<file path="config.mk">
export PLATFORM = sky130hd
export DESIGN_NAME = uart_rx_line_ring_buffer_unit
export DESIGN_NICKNAME = d
export VERILOG_FILES = /design/src/rtl/rxlb_pkg.sv /design/src/rtl/uart_rx_line_ring_buffer_unit.sv /design/src/rtl/rxlb_front.sv /design/src/rtl/rxlb_back.sv
export SDC_FILE = /design/constraint.sdc
export NUM_CORES = 2
export LEC_CHECK = 0
export ABC_CLOCK_PERIOD_IN_PS = 9200
export BUFFER_PORTS_ARGS = -buffer_cell sky130_fd_sc_hd__buf_4
export CAP_MARGIN = 15
export CORE_MARGIN = 3
export CORE_UTILIZATION = 46
export CTS_BUF_LIST = sky130_fd_sc_hd__clkbuf_4 sky130_fd_sc_hd__clkbuf_8 sky130_fd_sc_hd__clkbuf_16
export DETAILED_ROUTE_END_ITERATION = 7
export GPL_ROUTABILITY_DRIVEN = 0
export GPL_TIMING_DRIVEN = 1
export SYNTH_ARGS = -nofsm -noshare
export SYNTH_HDL_FRONTEND = slang
export SYNTH_MEMORY_MAX_BITS = 65536
export SYNTH_SLANG_ARGS = --single-unit
</file>
<file path="constraint.sdc">
create_clock -name clk -period 9.2 [get_ports clk]
set_clock_uncertainty 0.2 [all_clocks]
set_input_delay 2.3 -clock clk [delete_from_list [all_inputs] [get_ports clk]]
set_output_delay 2.3 -clock clk [all_outputs]
set_load 0.1 [all_outputs]
</file>
<file path="src/rtl/rxlb_pkg.sv">
// Shared types and constants for the receive ring buffer with line mark.
// No dependencies; every other file of the block imports this package.
package rxlb_pkg;

    localparam int BYTE_W      = 8;
    localparam int LEN_W       = 7;
    localparam int POS_W       = 9;
    localparam int LEVEL_W     = 9;
    localparam int CMD_W       = 3;
    localparam int S_TDATA_W   = 16;
    localparam int S_TUSER_W   = 3;
    localparam int M_TDATA_W   = 40;
    localparam int M_TUSER_W   = 1;
    localparam int CFG_INDEX_W = 1;
    localparam int CFG_DATA_W  = 9;
    localparam int QDEPTH      = 2;

    localparam logic [LEVEL_W-1:0] LEVEL_RESET = 9'd200;
    localparam logic [BYTE_W-1:0]  SEP_RESET   = 8'h0A;

    localparam logic [CFG_INDEX_W-1:0] CFG_ALMOST_FULL = 1'd0;
    localparam logic [CFG_INDEX_W-1:0] CFG_SEPARATOR   = 1'd1;

    typedef enum logic [CMD_W-1:0] {
        CMD_PUSH       = 3'd0,
        CMD_READ_COUNT = 3'd1,
        CMD_READ_LINE  = 3'd2,
        CMD_CLEAR      = 3'd3,
        CMD_QUERY      = 3'd4
    } cmd_code_t;

    typedef struct packed {
        cmd_code_t          code;
        logic [BYTE_W-1:0]  data_byte;
        logic [LEN_W-1:0]   want;
    } cmd_item_t;

    typedef enum logic [2:0] {
        ST_IDLE  = 3'b001,
        ST_FETCH = 3'b010,
        ST_EMIT  = 3'b100
    } back_state_t;

endpackage

</file>
<file path="src/rtl/uart_rx_line_ring_buffer_unit.sv">
// Push and clear update the registered pointers when the back end takes them; a read runs
// fetch then emit for each byte, set by the registered read of the single ring memory, and
// a stalled output holds emit. Pushes sustain one item per cycle while the back end is free.
// Reset clears pointers, line mark and the queue and loads the level 200 and separator 0x0A;
// ring contents stay undefined, with no clear pass.
// Top level: joins rxlb_front and rxlb_back; depends on rxlb_pkg.
module uart_rx_line_ring_buffer_unit #(
    parameter int RING_DEPTH = 512,
    parameter int RUN_LIMIT  = 64
) (
    input  logic                            clk,
    input  logic                            rst_n,
    input  logic                            s_tvalid,
    output logic                            s_tready,
    // data_byte [7:0], read_length [14:8], zero [15].
    input  logic [rxlb_pkg::S_TDATA_W-1:0]   s_tdata,
    // command [2:0].
    input  logic [rxlb_pkg::S_TUSER_W-1:0]   s_tuser,
    output logic                            m_tvalid,
    input  logic                            m_tready,
    // out_byte [7:0], read_pos [16:8], write_pos [25:17], mark_pos [34:26], zero [39:35].
    output logic [rxlb_pkg::M_TDATA_W-1:0]   m_tdata,
    // empty_res [0].
    output logic [rxlb_pkg::M_TUSER_W-1:0]   m_tuser,
    output logic                            m_tlast,
    input  logic                            cfg_valid,
    output logic                            cfg_ready,
    input  logic [rxlb_pkg::CFG_INDEX_W-1:0] cfg_index,
    input  logic [rxlb_pkg::CFG_DATA_W-1:0]  cfg_data
);
    import rxlb_pkg::*;

    logic      q_valid;
    logic      q_ready;
    cmd_item_t q_item;

    assign cfg_ready = 1'b1;

    rxlb_front #(
        .RUN_LIMIT (RUN_LIMIT)
    ) u_front (
        .clk      (clk),
        .rst_n    (rst_n),
        .s_tvalid (s_tvalid),
        .s_tready (s_tready),
        .s_tdata  (s_tdata),
        .s_tuser  (s_tuser),
        .q_valid  (q_valid),
        .q_ready  (q_ready),
        .q_item   (q_item)
    );

    rxlb_back #(
        .RING_DEPTH (RING_DEPTH),
        .RUN_LIMIT  (RUN_LIMIT)
    ) u_back (
        .clk       (clk),
        .rst_n     (rst_n),
        .q_valid   (q_valid),
        .q_ready   (q_ready),
        .q_item    (q_item),
        .cfg_valid (cfg_valid),
        .cfg_index (cfg_index),
        .cfg_data  (cfg_data),
        .m_tvalid  (m_tvalid),
        .m_tready  (m_tready),
        .m_tdata   (m_tdata),
        .m_tuser   (m_tuser),
        .m_tlast   (m_tlast)
    );

endmodule

</file>
<file path="src/rtl/rxlb_front.sv">
// Front end: accepts input items, decodes the command, clamps the read length
// and holds decoded commands in a two-entry queue. Depends on rxlb_pkg.
module rxlb_front #(
    parameter int RUN_LIMIT = 64
) (
    input  logic                          clk,
    input  logic                          rst_n,
    input  logic                          s_tvalid,
    output logic                          s_tready,
    input  logic [rxlb_pkg::S_TDATA_W-1:0] s_tdata,
    input  logic [rxlb_pkg::S_TUSER_W-1:0] s_tuser,
    output logic                          q_valid,
    input  logic                          q_ready,
    output rxlb_pkg::cmd_item_t           q_item
);
    import rxlb_pkg::*;

    localparam int QPW = $clog2(QDEPTH);

    cmd_item_t          q_mem [QDEPTH];
    logic [QPW-1:0]     wp_reg;
    logic [QPW-1:0]     rp_reg;
    logic [QPW:0]       cnt_reg;
    logic [QPW:0]       cnt_next;
    cmd_item_t          item;
    logic [LEN_W-1:0]   len;
    logic               known;
    logic               push;
    logic               pop;

    always_comb
    begin
        len            = s_tdata[BYTE_W +: LEN_W];
        known          = s_tuser[CMD_W-1:0] <= CMD_W'(CMD_QUERY);
        item.code      = cmd_code_t'(s_tuser[CMD_W-1:0]);
        item.data_byte = s_tdata[BYTE_W-1:0];
        item.want      = (len > LEN_W'(RUN_LIMIT)) ? LEN_W'(RUN_LIMIT) : len;
    end

    assign s_tready = cnt_reg != (QPW+1)'(QDEPTH);
    assign q_valid  = cnt_reg != '0;
    assign q_item   = q_mem[rp_reg];
    assign push     = s_tvalid && s_tready && known;
    assign pop      = q_valid && q_ready;

    always_comb
    begin
        cnt_next = cnt_reg;
        if (push && !pop)
        begin
            cnt_next = cnt_reg + 1'b1;
        end
        else if (pop && !push)
        begin
            cnt_next = cnt_reg - 1'b1;
        end
    end

    always_ff @(posedge clk or negedge rst_n)
    begin
        if (!rst_n)
        begin
            wp_reg  <= '0;
            rp_reg  <= '0;
            cnt_reg <= '0;
        end
        else
        begin
            cnt_reg <= cnt_next;
            if (push)
            begin
                wp_reg <= wp_reg + 1'b1;
            end
            if (pop)
            begin
                rp_reg <= rp_reg + 1'b1;
            end
        end
    end

    always_ff @(posedge clk)
    begin
        if (push)
        begin
            q_mem[wp_reg] <= item;
        end
    end

endmodule

</file>
<file path="src/rtl/rxlb_back.sv">
// Back end: ring memory, pointers, line mark and configuration registers;
// executes queued commands and drives the registered result stage. Depends on rxlb_pkg.
module rxlb_back #(
    parameter int RING_DEPTH = 512,
    parameter int RUN_LIMIT  = 64
) (
    input  logic                            clk,
    input  logic                            rst_n,
    input  logic                            q_valid,
    output logic                            q_ready,
    input  rxlb_pkg::cmd_item_t             q_item,
    input  logic                            cfg_valid,
    input  logic [rxlb_pkg::CFG_INDEX_W-1:0] cfg_index,
    input  logic [rxlb_pkg::CFG_DATA_W-1:0]  cfg_data,
    output logic                            m_tvalid,
    input  logic                            m_tready,
    output logic [rxlb_pkg::M_TDATA_W-1:0]   m_tdata,
    output logic [rxlb_pkg::M_TUSER_W-1:0]   m_tuser,
    output logic                            m_tlast
);
    import rxlb_pkg::*;

    localparam int AW   = $clog2(RING_DEPTH);
    localparam int PW   = (AW > POS_W) ? AW : POS_W;
    localparam int CNTW = $clog2(RUN_LIMIT + 1);

    function automatic logic [AW-1:0] ring_dist(input logic [AW-1:0] to,
                                                input logic [AW-1:0] from);
        logic [AW:0] d;
        d = {1'b0, to} - {1'b0, from};
        if (d[AW])
        begin
            d = d + (AW+1)'(RING_DEPTH);
        end
        return d[AW-1:0];
    endfunction

    function automatic logic [AW-1:0] ring_inc(input logic [AW-1:0] p);
        return (p == AW'(RING_DEPTH - 1)) ? '0 : p + 1'b1;
    endfunction

    logic [BYTE_W-1:0]  mem [RING_DEPTH];
    logic [BYTE_W-1:0]  rdata_reg;
    logic               mem_we;

    back_state_t        state_reg, state_next;
    logic [AW-1:0]      wr_reg, wr_next;
    logic [AW-1:0]      rd_reg, rd_next;
    logic [AW-1:0]      mark_reg, mark_next;
    logic [LEVEL_W-1:0] level_reg;
    logic [BYTE_W-1:0]  sep_reg;
    logic [CNTW-1:0]    cnt_reg, cnt_next;
    logic [CNTW-1:0]    limit_reg, limit_next;
    logic               line_reg, line_next;
    logic [CNTW-1:0]    cnt_plus;

    logic               out_valid_reg;
    logic [BYTE_W-1:0]  out_byte_reg, out_byte_next;
    logic               out_last_reg, out_last_next;
    logic               out_empty_reg, out_empty_next;
    logic [POS_W-1:0]   out_rp_reg, out_rp_next;
    logic [POS_W-1:0]   out_wp_reg, out_wp_next;
    logic [POS_W-1:0]   out_mp_reg, out_mp_next;
    logic               load;
    logic               out_free;
    logic               emit_last;

    logic [AW-1:0]      fill;
    logic [AW-1:0]      avail;
    logic [AW-1:0]      tail;
    logic [AW-1:0]      new_fill;
    logic               advance;
    logic [PW-1:0]      rd_wide;
    logic [PW-1:0]      wr_wide;
    logic [PW-1:0]      mark_wide;

    assign fill      = ring_dist(wr_reg, rd_reg);
    assign avail     = ring_dist(mark_reg, rd_reg);
    assign tail      = ring_dist(wr_reg, mark_reg);
    assign advance   = fill < AW'(RING_DEPTH - 1);
    assign new_fill  = advance ? fill + 1'b1 : fill;
    assign rd_wide   = PW'(rd_reg);
    assign wr_wide   = PW'(wr_reg);
    assign mark_wide = PW'(mark_reg);
    assign out_free  = !out_valid_reg || m_tready;
    assign cnt_plus  = cnt_reg + 1'b1;
    assign emit_last = (cnt_plus == limit_reg) || (line_reg && rdata_reg == sep_reg);

    always_comb
    begin
        state_next     = state_reg;
        wr_next        = wr_reg;
        rd_next        = rd_reg;
        mark_next      = mark_reg;
        cnt_next       = cnt_reg;
        limit_next     = limit_reg;
        line_next      = line_reg;
        q_ready        = 1'b0;
        mem_we         = 1'b0;
        load           = 1'b0;
        out_byte_next  = '0;
        out_last_next  = 1'b1;
        out_empty_next = 1'b1;
        out_rp_next    = '0;
        out_wp_next    = '0;
        out_mp_next    = '0;
        case (state_reg)
            ST_IDLE:
            begin
                if (q_valid)
                begin
                    case (q_item.code)
                        CMD_PUSH:
                        begin
                            q_ready = 1'b1;
                            mem_we  = 1'b1;
                            wr_next = advance ? ring_inc(wr_reg) : wr_reg;
                            if ((PW'(new_fill) >= PW'(level_reg))
                                || (q_item.data_byte == sep_reg))
                            begin
                                mark_next = wr_next;
                            end
                        end
                        CMD_CLEAR:
                        begin
                            q_ready   = 1'b1;
                            rd_next   = wr_reg;
                            mark_next = wr_reg;
                        end
                        CMD_QUERY:
                        begin
                            if (out_free)
                            begin
                                q_ready        = 1'b1;
                                load           = 1'b1;
                                out_empty_next = 1'b0;
                                out_rp_next    = rd_wide[POS_W-1:0];
                                out_wp_next    = wr_wide[POS_W-1:0];
                                out_mp_next    = mark_wide[POS_W-1:0];
                            end
                        end
                        CMD_READ_COUNT:
                        begin
                            if ((q_item.want == '0) || (PW'(fill) < PW'(q_item.want)))
                            begin
                                if (out_free)
                                begin
                                    q_ready = 1'b1;
                                    load    = 1'b1;
                                end
                            end
                            else
                            begin
                                q_ready    = 1'b1;
                                limit_next = CNTW'(q_item.want);
                                cnt_next   = '0;
                                line_next  = 1'b0;
                                state_next = ST_FETCH;
                            end
                        end
                        CMD_READ_LINE:
                        begin
                            if ((fill <= tail) || (avail == '0))
                            begin
                                if (out_free)
                                begin
                                    q_ready = 1'b1;
                                    load    = 1'b1;
                                end
                            end
                            else
                            begin
                                q_ready    = 1'b1;
                                limit_next = (PW'(avail) < PW'(RUN_LIMIT))
                                             ? CNTW'(avail) : CNTW'(RUN_LIMIT);
                                cnt_next   = '0;
                                line_next  = 1'b1;
                                state_next = ST_FETCH;
                            end
                        end
                        default:
                        begin
                            q_ready = 1'b1;
                        end
                    endcase
                end
            end
            ST_FETCH:
            begin
                state_next = ST_EMIT;
            end
            ST_EMIT:
            begin
                if (out_free)
                begin
                    load           = 1'b1;
                    out_byte_next  = rdata_reg;
                    out_last_next  = emit_last;
                    out_empty_next = 1'b0;
                    cnt_next       = cnt_plus;
                    rd_next        = ring_inc(rd_reg);
                    state_next     = emit_last ? ST_IDLE : ST_FETCH;
                end
            end
            default:
            begin
                state_next = ST_IDLE;
            end
        endcase
    end

    always_ff @(posedge clk or negedge rst_n)
    begin
        if (!rst_n)
        begin
            state_reg     <= ST_IDLE;
            wr_reg        <= '0;
            rd_reg        <= '0;
            mark_reg      <= '0;
            cnt_reg       <= '0;
            limit_reg     <= '0;
            line_reg      <= 1'b0;
            level_reg     <= LEVEL_RESET;
            sep_reg       <= SEP_RESET;
            out_valid_reg <= 1'b0;
        end
        else
        begin
            state_reg <= state_next;
            wr_reg    <= wr_next;
            rd_reg    <= rd_next;
            mark_reg  <= mark_next;
            cnt_reg   <= cnt_next;
            limit_reg <= limit_next;
            line_reg  <= line_next;
            if (load)
            begin
                out_valid_reg <= 1'b1;
            end
            else if (m_tready)
            begin
                out_valid_reg <= 1'b0;
            end
            if (cfg_valid)
            begin
                case (cfg_index)
                    CFG_ALMOST_FULL: level_reg <= cfg_data[LEVEL_W-1:0];
                    CFG_SEPARATOR:   sep_reg   <= cfg_data[BYTE_W-1:0];
                    default:         level_reg <= level_reg;
                endcase
            end
        end
    end

    always_ff @(posedge clk)
    begin
        if (mem_we)
        begin
            mem[wr_reg] <= q_item.data_byte;
        end
        rdata_reg <= mem[rd_reg];
        if (load)
        begin
            out_byte_reg  <= out_byte_next;
            out_last_reg  <= out_last_next;
            out_empty_reg <= out_empty_next;
            out_rp_reg    <= out_rp_next;
            out_wp_reg    <= out_wp_next;
            out_mp_reg    <= out_mp_next;
        end
    end

    assign m_tvalid = out_valid_reg;
    assign m_tlast  = out_last_reg;
    assign m_tuser  = out_empty_reg;
    assign m_tdata  = {5'd0, out_mp_reg, out_wp_reg, out_rp_reg, out_byte_reg};

endmodule

</file>
Word level (Yosys, flattened, before mapping)
Memory sizes are Yosys's and may differ from the RTL's. A register that Yosys moved wholly into a read port is not among the register bits.
Index checks and enable logic that the tools add are counted.
Word-level totals
  flip-flop bits (word level): 104
  output and inout port bits: 45
  RAM bits: 4132
  word-level logic and storage cells: 158
  input port bits: 34
  memories kept: 2
Memories
  u_back.mem: depth 512, bits a word 8, read ports 1, clocked after Yosys merged registers in 1, write ports 1, RTL line rxlb_back.sv:42  | logic [BYTE_W-1:0] mem [RING_DEPTH];
  u_front.q_mem: depth 2, bits a word 18, read ports 1, clocked after Yosys merged registers in 0, write ports 1, RTL line rxlb_front.sv:20  | cmd_item_t q_mem [QDEPTH];
Cells by class
  order comparisons: 7
  reduce and logical (&&, ||, !) cells: 33
  bitwise gates (word level): 1
  $add $sub $neg: 14
  eq/ne operators: 22
  multiplexer cells: 60
Operators by type and width (number)
  2-to-1 mux 9 bit: 11
  2-to-1 mux 7 bit: 8
  adder 9 x 1 -> 9 bit (second input constant): 6
  one-hot mux 7 bit (2 select lines): 3
  one-hot mux 9 bit (2 select lines): 2
  subtractor 9 x 9 -> 10 bit: 3
  2-to-1 mux 1 bit: 22
  equality test 9 bit (second input constant): 2
  equality test 8 bit: 2
  2-to-1 mux 3 bit: 4
  AND reduction 4 bit: 3
  nonzero test 2 bit: 6
  != test 2 bit (second input constant): 5
  AND reduction 5 bit: 2
  equality test 3 x 2 -> 1 bit (second input constant): 3
  >= comparator 9 bit: 1
  less-or-equal comparator 9 bit: 1
  logical NOT 9 bit: 1
  < comparator 9 x 7 -> 1 bit: 1
  < comparator 9 x 7 -> 1 bit (second input constant): 1
  < comparator 9 bit (second input constant): 1
  != test 3 bit (second input constant): 3
  one-hot mux 3 bit (3 select lines): 1
  adder 7 x 1 -> 7 bit (second input constant): 1
  other kinds (22): 44

Longest topological paths before layout
  word-level depth: 13
  gate-level depth with buffers: 25
  gate-level depth less buffers: 21

Modules after synthesis
A second synthesis with hierarchy kept.
Unflattened totals
  cell total of the unflattened synthesis: 7712
  area total of the unflattened synthesis: 166629.8 um^2
By module, submodules not included
  rxlb_back: times used 1, area an instance 165019.5 um^2, cells each 7627, sequential area each 125853.2 um^2
  rxlb_front: times used 1, area an instance 1599.0 um^2, cells each 83, sequential area each 1181.1 um^2
  uart_rx_line_ring_buffer_unit: times used 1, area an instance 11.3 um^2, cells each 2, sequential area each 0.0 um^2

Least setup slack after synthesis
No wires, ideal clock.
  path type: reg2reg
  start: register u_back.rd_reg[1]
  end: register u_back.out_last_reg (netlist: u_back.m_tlast), enable pin
  period minus slack after synthesis: 7.594 ns
  data required time: 8.517 ns
  stages on the path, launching flop included: 21
  arrival time: 6.912 ns
  path buffers: 6
  library setup time: 0.483 ns
  slack: 1.606 ns
  cells stage by stage: dfrtp_1 -> buf_4 -> buf_2 -> buf_2 -> buf_2 -> buf_2 -> buf_2 -> inv_1 -> fa_1 -> a21o_1 -> a221oi_2 -> xor2_1 -> inv_2 -> ha_1 -> a211oi_1 -> o221ai_1 -> o221ai_1 -> maj3_1 -> maj3_2 -> nor2_1 -> o21ai_0
On the way
  longest elaborated chain between the ends: 9
  elaborated cells on any way between the ends: 16
  those cells by class: 4 x add/sub; 2 x order compare; 7 x mux; 3 x reduce/logical
Ends and longest elaborated chain
  start, declared: RTL line rxlb_back.sv:48  | logic [AW-1:0] rd_reg, rd_next;
  start signal, assigned: RTL line rxlb_back.sv:231  | rd_reg <= rd_next;
  subtractor 9 x 9 -> 10 bit: RTL line rxlb_back.sv:30  | d = {1'b0, to} - {1'b0, from};
  adder 9 x 1 -> 9 bit: RTL line rxlb_back.sv:33  | d = d + (AW+1)'(RING_DEPTH);
  2-to-1 mux 9 bit: RTL line rxlb_back.sv:31  | if (d[AW])
  less-or-equal comparator 9 bit (tied with other cells): RTL line rxlb_back.sv:163  | if ((fill <= tail) || (avail == '0))
  logical OR 1 bit (on tied branches): RTL line rxlb_back.sv:163, rxlb_back.sv:144
  2-to-1 mux 1 bit (on tied branches): RTL line rxlb_back.sv:163, rxlb_back.sv:144
  one-hot mux 1 bit (3 select lines) *: RTL line rxlb_back.sv:112  | case (q_item.code)
  2-to-1 mux 1 bit *: RTL line rxlb_back.sv:110  | if (q_valid)
  one-hot mux 1 bit (2 select lines) *: RTL line rxlb_back.sv:107  | case (state_reg)
  via u_back.load: RTL line rxlb_back.sv:64  | logic load;
  end signal, assigned: RTL line rxlb_back.sv:265  | out_last_reg <= out_last_next;
  end, declared: RTL line rxlb_back.sv:59  | logic out_last_reg, out_last_next;
Mark *: on every way through the listed nets, which the timed path passes. The rest lies on a longest branch.
A chain may end at the register's enable or synchronous reset.

Final worst setup path
  start: register u_back.rd_reg[0]
  end: register u_back.mark_reg[8]
On the way
  longest elaborated chain between the ends: 9
  elaborated cells on any way between the ends: 13
  those cells by class: 3 x add/sub; 2 x order compare; 1 x eq/ne; 5 x mux; 2 x reduce/logical
Ends and longest elaborated chain
  subtractor 9 x 9 -> 10 bit *: RTL line rxlb_back.sv:30
  adder 9 x 1 -> 9 bit: RTL line rxlb_back.sv:33
  2-to-1 mux 9 bit *: RTL line rxlb_back.sv:31
  adder 9 x 1 -> 9 bit / < comparator 9 bit (equally long branches): RTL line rxlb_back.sv:81, rxlb_back.sv:80
  2-to-1 mux 9 bit: RTL line rxlb_back.sv:81  | assign new_fill = advance ? fill + 1'b1 : fill;
  >= comparator 9 bit: RTL line rxlb_back.sv:118  | if ((PW'(new_fill) >= PW'(level_reg))
  logical OR 1 bit: RTL line rxlb_back.sv:119  | || (q_item.data_byte == sep_reg))
  != test 2 x 1 -> 1 bit (no source line)
  AND reduction 4 bit (no source line)
  end signal, assigned: RTL line rxlb_back.sv:232  | mark_reg <= mark_next;
  end, declared: RTL line rxlb_back.sv:49  | logic [AW-1:0] mark_reg, mark_next;
Every way passes the cells marked *; elsewhere a longest branch is shown, timed or not. The select of a mux whose other input is x is not followed.

==> flow_summary_export.csv <==
group,metric,value,unit
floorplanning,dieHeight,607,um
drt,drt-total-wl,433000,um
logic_synthesis,yosysUniqueCellTypes,87,
clock_tree,cts_hold_buf,0,
layout,fill_cells,27685,
clock_tree,clk_latency,960,ps
timing,finalSetupTns,0,ps
clock_tree,clk_pin_slew,70,ps
layout,final-seq-area,0.127,mm2
critical_path,critical_path_buf_inv_count,2,
layout,final_layout_size_suffix_gt1_frac,0.261,
critical_path,reg2reg_to,"u_back.mark_reg[8]",
power_and_ir_drop,peakVddDrop,0.000212,V
layout,multi_input_area,0.0369,mm2
critical_path,crit_start,"u_back.rd_reg[0]",
drt,drc_errors,0,
hold_path,min_to,"u_front.wp_reg",
clock_tree,post-cts-setup-buffers,0,
logic_synthesis,synth_flop_cell,"edfxtp_1",
logic_synthesis,seq_area_frac_synth,0.765,
floorplanning,rows,219,
grt,grt_pass1_wl,614000,um
floorplanning,dieWidth,607,um
timing,hold_violations,0,
drt,wl_per_cell,33.2,um
grt,grt_max_degree,206,
floorplanning,fp.coreArea,0.358,mm2
timing,worstMarginPinSlew,1400,ps
clock_tree,post_cts_resized,0,
hold_path,hold_depth,1,
layout,finalNetCount,8000,
timing,slew-limit-headroom,0.0686,
critical_path,endpoint_kind,"flip-flop",
timing,holdWs,304,ps
layout,top_register,"u_back.mem",
timing,setup_viol,0,
timing,fmax,161,MHz
critical_path,crit_fanout,31,
grt,first_global_vias,81495,
grt,overflow,0,
place,placement.io_buffers,71,
drt,vias,81383,
drt,ant_nets,0,
clock_tree,numCtsBuffers,421,
timing,fin_crit_sh,0.676,
critical_path,crit_arrival,6860,ps
clock_tree,cts.sinks,4244,
timing,finalCriticalPeriod,6220,ps
floorplanning,initial_core_util,0.464,
clock_tree,clockBufferDepth,4,
drt,vias_per_cell,6.25,
layout,largestRegisters,"u_back.mem x4096, u_front.q_mem x36",
logic_synthesis,synth-edff-count,4169,
timing,maxSlewViolCount,0,
floorplanning,dieArea,0.368,mm2
clock_tree,cts_tree,"yes",
critical_path,crit_chain,"ha_1 > inv_1 > fa_1 > a21o_1 > a221oi_2 > xor2_1 > inv_2 > nand4_1 > o41ai_1 > nor3_1 > xnor2_1 > ha_1 > o2111ai_1 > o21ai_0 > o211ai_1 > a211o_1 > a21oi_2 > mux2_2",
place,place_hpwl,253000,um
clock_tree,h-tree-depth,5,
hold_path,hold_class,"reg -> reg",
clock_tree,cts-root-buf,"clkbuf_16",
layout,area_growth_syn_to_layout,12.0,%
hold_path,worstHoldStart,"u_front.wp_reg",
critical_path,ff2ff_setup_slack,2980,ps
power_and_ir_drop,power.density,310,mW/mm2
timing,rsz0062_at_grt,"no",
critical_path,required,9840,ps
critical_path,startpoint_type,"flip-flop",
grt,track_usage,0.234,
critical_path,worstReg2RegStart,"u_back.rd_reg[0]",
critical_path,slowest_stage,"dfrtp_4",
critical_path,crit_type,"reg -> reg",
logic_synthesis,synth-async-reset-ratio,0.0158,
outcome,status,"complete, no violations",
floorplanning,num_io_pins,79,
critical_path,cpPeakStageDelay,950,ps
logic_synthesis,syn_area,0.166,mm2
grt,antenna_found_initial,20,
drt,drt_iter0_markers,10155,
logic_synthesis,syn_area_per_cell,21.5,um2
critical_path,r2r_cells,18,
critical_path,cp_common_cell,"ha_1",
critical_path,crit_family,"compound AO/OA/AOI/OAI gates",
logic_synthesis,ys_ff_latch,4244,
power_and_ir_drop,power.leakage,57.7,nW
logic_synthesis,yosysWarnings,0,
flow_run,cap_viol_max_count,0,
drt,drt_first_pass_iters,8,
logic_synthesis,synthCells,7729,
layout,largest_register_ffs,4096,
how the worst max path moves through the flow:
stage                                      to  depth (start not counted)  slack (ps)
after detailed placement  u_back.rdata_reg[1]                          9        3080
after global routing       u_back.mark_reg[8]                         18        2650
final                      u_back.mark_reg[8]                         18        2980
after CTS                  u_back.mark_reg[8]                         18        3040
after floorplan                u_back.m_tlast                         20        1610
after global placement     u_back.mark_reg[8]                         18        2920
placed cells by master, fill, tap and decap left out, types with 26 or more instances in the layout:
cell type  count
nor4_1        39
buf_4        217
clkinv_2      88
nand2_1      170
inv_1         39
mux4_2      1134
ha_1          54
and2_1        26
clkbuf_4      83
a221oi_1      92
o21ai_0       50
a21oi_1       91
o22ai_1       63
bufinv_16     41
nor2_1       581
mux2i_1       35
edfxtp_1    4169
nor3_1        40
a22oi_1       96
nand3_1       33
xnor2_1       28
clkinv_1      91
xor2_1        30
a22o_1        93
dfrtp_1       53
clkbuf_16    428
cells by family (layout without fill, tap and decap cells):
family / count (synthesis) / count (layout) / synth area share
and+or+nand+nor: 999 / 999 / 0.0257
other: 2 / 19 / 0.0000452
buffers and inverters: 529 / 1057 / 0.0154
adders and majority gates: 60 / 60 / 0.00462
muxes: 1198 / 1198 / 0.158
xor gates and xnor gates: 59 / 59 / 0.00316
AOI/OAI and AO/OA: 638 / 638 / 0.0280
DFF: 4244 / 4244 / 0.765
cell usage after synthesis, types with 14 or more instances:
| cell type | n | area [um2] |
|---|---|---|
| a211oi_1 | 17 | 128 |
| a21o_1 | 14 | 105 |
| a21oi_1 | 91 | 455 |
| a221oi_1 | 92 | 806 |
| a22o_1 | 93 | 815 |
| a22oi_1 | 96 | 721 |
| a31oi_1 | 21 | 131 |
| and2_1 | 27 | 169 |
| buf_1 | 42 | 158 |
| buf_2 | 115 | 576 |
| buf_4 | 73 | 548 |
| buf_6 | 20 | 225 |
| clkbuf_1 | 234 | 878 |
| dfrtp_1 | 61 | 1530 |
| edfxtp_1 | 4169 | 125000 |
| ha_1 | 54 | 676 |
| inv_1 | 42 | 158 |
| mux2_2 | 28 | 315 |
| mux2i_1 | 35 | 350 |
| mux4_2 | 1134 | 25500 |
| nand2_1 | 174 | 653 |
| nand2b_1 | 14 | 87.6 |
| nand3_1 | 45 | 225 |
| nor2_1 | 587 | 2200 |
| nor2b_1 | 21 | 131 |
| nor3_1 | 42 | 210 |
| nor4_1 | 39 | 244 |
| o21ai_0 | 51 | 255 |
| o21ai_1 | 19 | 95.1 |
| o22ai_1 | 63 | 394 |
| xnor2_1 | 28 | 245 |
| xor2_1 | 30 | 263 |
per-stage QoR:
step | instance area, um2 | util | worst slack [ps] | std cells | power, W
after floorplan | 166000 | - | 1610 | 7733 | 0.0355
after global placement | 172000 | 0.481 | 2920 | 12237 | 0.0407
after detailed placement | 172000 | 0.481 | 3080 | 12237 | 0.0409
after CTS | 186000 | 0.520 | 3040 | 13012 | 0.0580
after global routing | 186000 | 0.520 | 2650 | 13013 | 0.0596
final | 186000 | 0.520 | 2980 | 13025 | 0.0577
where the power goes:
group / switching, W / leakage, nW / internal [W]
combinational: 0.0105 / 12.4 / 0.00619
sequential: 0.000301 / 38.4 / 0.0235
clock: 0.00724 / 6.92 / 0.00998
routing by layer:
layer  global-route usage  vias up  wire length (um)
met3               0.0480      658             39900
li1                     -    32836                 -
met5                    0        -                69
met2                0.363     3972            203000
met1                0.342    43905            177000
met4               0.0614       12             12200
area by class of cell:
type	instances	area share
Inverter	44	0.000942
Clock inverter	256	0.0131
Tap cell	4751	0.0320
Sequential cell	4244	0.683
Clock buffer	519	0.0615
Multi-Input combinational cell	2960	0.198
Antenna cell	13	0.000175
Timing Repair Buffer	238	0.0110
(Power assumes the default switching activity.)
